### src/rtl/rti_pkg.sv
`default_nettype none

package rti_pkg;

  // Coordinate and derived operand widths.
  localparam int CW = 24;            // input coordinates, 8 fraction bits
  localparam int EW = CW + 1;        // edge and origin offset vectors
  localparam int PW = 2 * EW + 1;    // cross product components
  localparam int PLW = 26;           // low part of a cross component in the dot products
  localparam int PHW = PW - PLW;     // high part, signed
  localparam int AW = 80;            // determinant and numerators
  localparam int RW = 112;           // divider remainder and shifted divisor
  localparam int SQW = 40;           // magnitude range of the squared determinant path
  localparam int SQH = SQW / 2;
  localparam int LW = 2 * SQW + 1;   // det squared and eps squared times |d|^2
  localparam int DDW = 50;           // |d|^2
  localparam int DDL = 25;           // low part of |d|^2 in the threshold product

  localparam int TW = 32;            // distance window and t quotient
  localparam int UQW = 17;           // barycentric quotients
  localparam int FRAC = 16;          // output fraction bits
  localparam int XW = TW + 2;        // rounded t with headroom

  localparam int GEOM_STAGES = 6;
  localparam int CLASS_STAGES = 4;
  localparam int DIV_STEPS = TW;
  localparam int NSTG = GEOM_STAGES + CLASS_STAGES + DIV_STEPS + 1;

  localparam int unsigned EPS_DEFAULT = 1;

  localparam int IDXW = 4;
  localparam int DATAW = 32;

  typedef enum logic [IDXW-1:0] {
    REG_ORIGIN_X = 4'd0,
    REG_ORIGIN_Y = 4'd1,
    REG_ORIGIN_Z = 4'd2,
    REG_DIR_X    = 4'd3,
    REG_DIR_Y    = 4'd4,
    REG_DIR_Z    = 4'd5,
    REG_MIN_DIST = 4'd6,
    REG_MAX_DIST = 4'd7
  } reg_idx_t;

  typedef struct packed {
    logic signed [CW-1:0] x;
    logic signed [CW-1:0] y;
    logic signed [CW-1:0] z;
  } vec_t;

  // Exact determinant and the three numerators.
  typedef struct packed {
    logic signed [AW-1:0] det;
    logic signed [AW-1:0] un;
    logic signed [AW-1:0] vn;
    logic signed [AW-1:0] tn;
  } geom_t;

  // State of the three divider lanes as it travels down the pipe.
  typedef struct packed {
    logic          miss;
    logic          tneg;
    logic [AW-1:0] dvs;
    logic [RW-1:0] ru;
    logic [RW-1:0] rv;
    logic [RW-1:0] rt;
    logic [UQW-1:0] qu;
    logic [UQW-1:0] qv;
    logic [TW-1:0] qt;
  } div_t;

endpackage

`default_nettype wire

### src/rtl/rti_classify.sv
`default_nettype none

module rti_classify (
  input  logic                    clk,
  input  logic                    en,
  input  rti_pkg::geom_t          geom,
  input  logic [rti_pkg::LW-1:0]  par_thresh,
  output rti_pkg::div_t           dv
);
  import rti_pkg::*;

  logic              neg;
  logic signed [AW-1:0] dn;
  logic signed [AW-1:0] un_n;
  logic signed [AW-1:0] vn_n;
  logic signed [AW-1:0] tn_n;

  // Stage 7: sign fold and bound tests.
  logic [AW-1:0] dvs_7, un_7, vn_7, tm_7;
  logic          tneg_7, fail_7, big_7;
  logic [SQW-1:0] a_7;
  // Stage 8: squared determinant partials and t range.
  logic [AW-1:0] dvs_8, un_8, vn_8, tm_8;
  logic          tneg_8, fail_8, big_8;
  logic [SQW-1:0] hh_8, hl_8, ll_8;
  // Stage 9.
  logic [AW-1:0] dvs_9, un_9, vn_9, tm_9;
  logic          tneg_9, fail_9, big_9;
  logic [LW-1:0] sq_9;
  // Stage 10.
  div_t          dv_10;

  always_comb begin
    neg  = geom.det[AW-1];
    dn   = neg ? -geom.det : geom.det;
    un_n = neg ? -geom.un : geom.un;
    vn_n = neg ? -geom.vn : geom.vn;
    tn_n = neg ? -geom.tn : geom.tn;
  end

  always_ff @(posedge clk) begin
    if (en) begin
      dvs_7  <= dn;
      un_7   <= un_n;
      vn_7   <= vn_n;
      tneg_7 <= tn_n[AW-1];
      tm_7   <= tn_n[AW-1] ? -tn_n : tn_n;
      fail_7 <= (geom.det == '0) || un_n[AW-1] || (un_n > dn) || vn_n[AW-1]
                || ((un_n + vn_n) > dn);
      // Above this magnitude det squared exceeds any threshold.
      big_7  <= |dn[AW-1:SQW];
      a_7    <= dn[SQW-1:0];
    end
  end

  always_ff @(posedge clk) begin
    if (en) begin
      hh_8   <= a_7[SQW-1:SQH] * a_7[SQW-1:SQH];
      hl_8   <= a_7[SQW-1:SQH] * a_7[SQH-1:0];
      ll_8   <= a_7[SQH-1:0] * a_7[SQH-1:0];
      dvs_8  <= dvs_7;
      un_8   <= un_7;
      vn_8   <= vn_7;
      tm_8   <= tm_7;
      tneg_8 <= tneg_7;
      // The t quotient must fit in the width of the window.
      fail_8 <= fail_7 || (RW'({tm_7, FRAC'(0)}) >= {dvs_7, TW'(0)});
      big_8  <= big_7;
    end
  end

  always_ff @(posedge clk) begin
    if (en) begin
      sq_9   <= (LW'(hh_8) << SQW) + (LW'(hl_8) << (SQH + 1)) + LW'(ll_8);
      dvs_9  <= dvs_8;
      un_9   <= un_8;
      vn_9   <= vn_8;
      tm_9   <= tm_8;
      tneg_9 <= tneg_8;
      fail_9 <= fail_8;
      big_9  <= big_8;
    end
  end

  always_ff @(posedge clk) begin
    if (en) begin
      dv_10.miss <= fail_9 || (!big_9 && (sq_9 < par_thresh));
      dv_10.tneg <= tneg_9;
      dv_10.dvs  <= dvs_9;
      dv_10.ru   <= RW'({un_9, FRAC'(0)});
      dv_10.rv   <= RW'({vn_9, FRAC'(0)});
      dv_10.rt   <= RW'({tm_9, FRAC'(0)});
      dv_10.qu   <= '0;
      dv_10.qv   <= '0;
      dv_10.qt   <= '0;
    end
  end

  assign dv = dv_10;

endmodule

`default_nettype wire

### config.mk
export PLATFORM = sky130hd
export DESIGN_NAME = rti_classify
export DESIGN_NICKNAME = d
export VERILOG_FILES = /design/src/rtl/rti_pkg.sv /design/src/rtl/rti_classify.sv
export SDC_FILE = /design/constraint.sdc
export NUM_CORES = 2
export LEC_CHECK = 0
export ABC_AREA = 0
export ABC_CLOCK_PERIOD_IN_PS = 8800
export BUFFER_PORTS_ARGS = -buffer_cell sky130_fd_sc_hd__buf_2
export CAP_MARGIN = 10
export CORE_UTILIZATION = 30
export CTS_CLUSTER_DIAMETER = 150
export CTS_CLUSTER_SIZE = 8
export DETAILED_ROUTE_END_ITERATION = 8
export SYNTH_ARGS = -nofsm -noshare
export SYNTH_HDL_FRONTEND = slang
export SYNTH_SLANG_ARGS = --single-unit
### constraint.sdc
create_clock -name clk -period 8.8 [get_ports clk]
set_input_delay 0.88 -clock clk [delete_from_list [all_inputs] [get_ports clk]]
set_output_delay 0.88 -clock clk [all_outputs]
set_load 0.005 [all_outputs]
==> flow_metrics.tcl <==
set metrics [dict create \
    grtUsageTotal_pct 19.2 \
    vias 72160 \
    path_clk_slew_ns 0.05 \
    wl_per_cell_um 23.1 \
    utilization_pct 35.3 \
    syn_to_final_growth_pct 17.2 \
    final_cell_mix "edfxtp_1, inv_1, fa_1, ha_1, buf_2" \
    core_area_mm2 0.346 \
    seqCellArea_mm2 0.0446 \
    clk_lat_worst_skew_ns 0.92 \
    cp_max_fo 12 \
    yosysWarningCount 0 \
    timing.final.setup_violations 0 \
    setup.worst_path.end_class "flop" \
    final_cells 14871 \
    critPathArrivalTime_ns 8.87 \
    fmax_ghz 0.120 \
    place_hpwl_mm 277 \
    grt_remaining_overflow 0 \
    antenna_found_initial 103 \
    detail_route.iter0.violations 6213 \
    tritoncts_clock_tree "yes" \
    routedLengthMet1_mm 143 \
    synthCells 9001 \
    maximum_number_of_pins_on_one_net_before_global_route_repair 186 \
    finalWeightedCongestion 0.957 \
    rsz_0062_raised_after_global_routing "no" \
    place_inst 14587 \
    drc_errors 0 \
    finalMaxSlewViolations 0 \
    die_h_um 592 \
    cap_violations 0 \
    synth-seq-area-share_pct 42.8 \
    port-buffer-count 724 \
    routed_via_density 4.85 \
    cts-buffers-inserted 211 \
    n_fill_cell 34211 \
    placed_area_mm2 0.116 \
    yosysUniqueCellTypes 98 \
    num_io_pins 887 \
    run_status "finished, final reports clean" \
    detail_route.first_pass.iterations 6 \
    count_of_nets_left_with_antenna_violations_after_detail_routing 0 \
    synth_edf_count 1486 \
    cts-resized-gates 0 \
    setup.worst_path.start "dvs_7[25]" \
    layout.cells.most_common "edfxtp_1" \
    cts_post_setup_buffers_inserted 0 \
    fin_worst_skew_ns 0.0759 \
    nets 12379 \
    first_global_vias 71110 \
    combined_area_of_all_synthesized_cells_mm2 0.104 \
    wl_met3_mm 27.3 \
    die_width_um 592 \
    cts-hold-fix-buffers 0 \
    critical_path_class "reg2reg" \
    multi_input_combinational_cell_area_mm2 0.0532 \
    clock_tree.root_cell "clkbuf_16" \
    post-route-cell-area_mm2 0.122 \
    synth_area_per_cell_um2 11.6 \
    timing_hold_violations_final 0 \
    initial_utilization_pct 30.2 \
    ctsLongestPathBuffers 4 \
    synth_seq_cells 1486 \
    relSlewSlack_pct 23.2 \
    row_count 216 \
    period_minus_slack_ns 8.32 \
    numClockSinks 1486 \
    timing_worst_slew_pin_value_ns 1.15 \
    startpoint_type_of_the_worst_setup_path "flop" \
    met2WireLength_mm 157 \
    detail_route.wirelength_mm 344 \
    synth_ff_type "edfxtp_1" \
    cts_htree_levels 4 \
    final_layout_size_suffix_gt1_share_pct 15.5 \
    holdCritStartpoint "geom[160]" \
    hold_class "in2reg" \
    global_route_wire_length_before_repair_mm 490 \
    die_area_mm2 0.350 \
    critPathRequiredTime_ns 9.35 \
    synthArstFlopShare_pct 0 \
    final_min_period_over_clock_period_pct 94.5 \
    highest_layer "met5" \
    critical_register_to_register_path_startpoint "dvs_7[25]" \
]
==> through the flow <==
| step | setup slack, ns | TNS (ns) | hold WS, ns |
|---|---|---|---|
| 6_report | 0.481 | 0 | 0.284 |
| 5_1_grt | 0.0370 | 0 | 0.243 |
| 4_1_cts | 0.404 | 0 | 0.210 |
| 3_5_place_dp | -0.551 | -0.551 | 0.405 |
| 3_3_place_gp | -0.519 | -0.519 | 0.400 |
| 2_1_floorplan | 0.0342 | 0 | 0.400 |
==> worst max-delay path, stage by stage (launching register included) <==
cell and delay (ns):
edfxtp_1 0.93, buf_4 0.38, nand2_1 0.10, fa_1 0.37, inv_1 0.09, fa_1 0.42, fa_1 0.44, fa_1 0.49
inv_1 0.05, fa_1 0.46, fa_1 0.54, inv_1 0.05, fa_1 0.52, ha_1 0.35, a21o_1 0.16, a21o_1 0.16
a21o_1 0.19, a2111oi_1 0.49, buf_4 0.23, o31ai_1 0.12, a31oi_1 0.29, o221a_2 0.26, o21ai_0 0.14, a221o_1 0.37
mux2i_1 0.16, nand4_1 0.16
==> routing by layer <==
metal	track usage [%]	up-vias
li1	-	32928
met1	25.1	35528
met2	30.9	2998
met3	4.02	672
met4	8.01	34
met5	0	-
==> cell usage after synthesis, types with 50 or more instances <==
master / n / area (um^2)
fa_1: 883 / 17700
a21oi_1: 355 / 1780
o21ai_0: 301 / 1510
and2_1: 53 / 332
nand2b_1: 62 / 388
a21o_1: 178 / 1340
xor2_1: 205 / 1800
nand4_1: 134 / 838
nor2b_1: 66 / 413
ha_1: 871 / 10900
nand3_1: 88 / 440
or4_1: 50 / 375
edfxtp_1: 1486 / 44600
buf_4: 162 / 1220
inv_1: 1275 / 4790
nor4_1: 50 / 313
clkbuf_1: 219 / 822
nand2_1: 704 / 2640
o31ai_1: 97 / 728
or3_1: 64 / 400
nor3_1: 95 / 475
xnor2_1: 441 / 3860
o41ai_1: 52 / 455
nor2_1: 598 / 2240
==> cell type report <==
cell class / count / share of cell area, %
Multi-Input combinational cell: 5955 / 43.5
Sequential cell: 1486 / 36.5
Timing Repair Buffer: 1276 / 6.47
Tap cell: 4578 / 4.68
Clock buffer: 214 / 4.36
Inverter: 1292 / 3.97
Clock inverter: 18 / 0.385
Antenna cell: 52 / 0.106
==> path summary, 6_finish.rpt <==
check	to	slack [ns]	cells past startpoint
setup / recovery	hl_8[39]	0.48	25
hold / removal	un_7[0]	0.28	1
setup reg to reg	hl_8[39]	0.48	25
hold reg to reg	un_9[39]	0.37	0
==> registers in the layout, indices dropped and copies added (netlist names), 38 cells and up <==
name and flops:
dv 322, hh_8 38, vn_9 80, sq_9 79, dvs_8 80, dvs_9 80, tm_7 80, un_9 80
un_7 80, dvs_7 80, tm_8 80, vn_7 80, vn_8 80, un_8 80, tm_9 80, ll_8 38
hl_8 40
==> cells by family (layout without fill, tap and decap cells) <==
kind of cell	Yosys count	after routing	share of synthesized area, %
AO/OA/AOI/OAI	1277	1277	7.82
XOR/XNOR	646	646	5.42
adder cells (fa/ha/maj)	1754	1754	27.4
buffers and inverters	1721	2800	6.80
flip-flops	1486	1486	42.8
multiplexers	13	13	0.130
other	1	214	0.00360
AND/OR/NAND/NOR	2103	2103	9.64
Power is not shown: default switching activity piles up to over one toggle a cycle in this logic, so the estimate is an artifact.
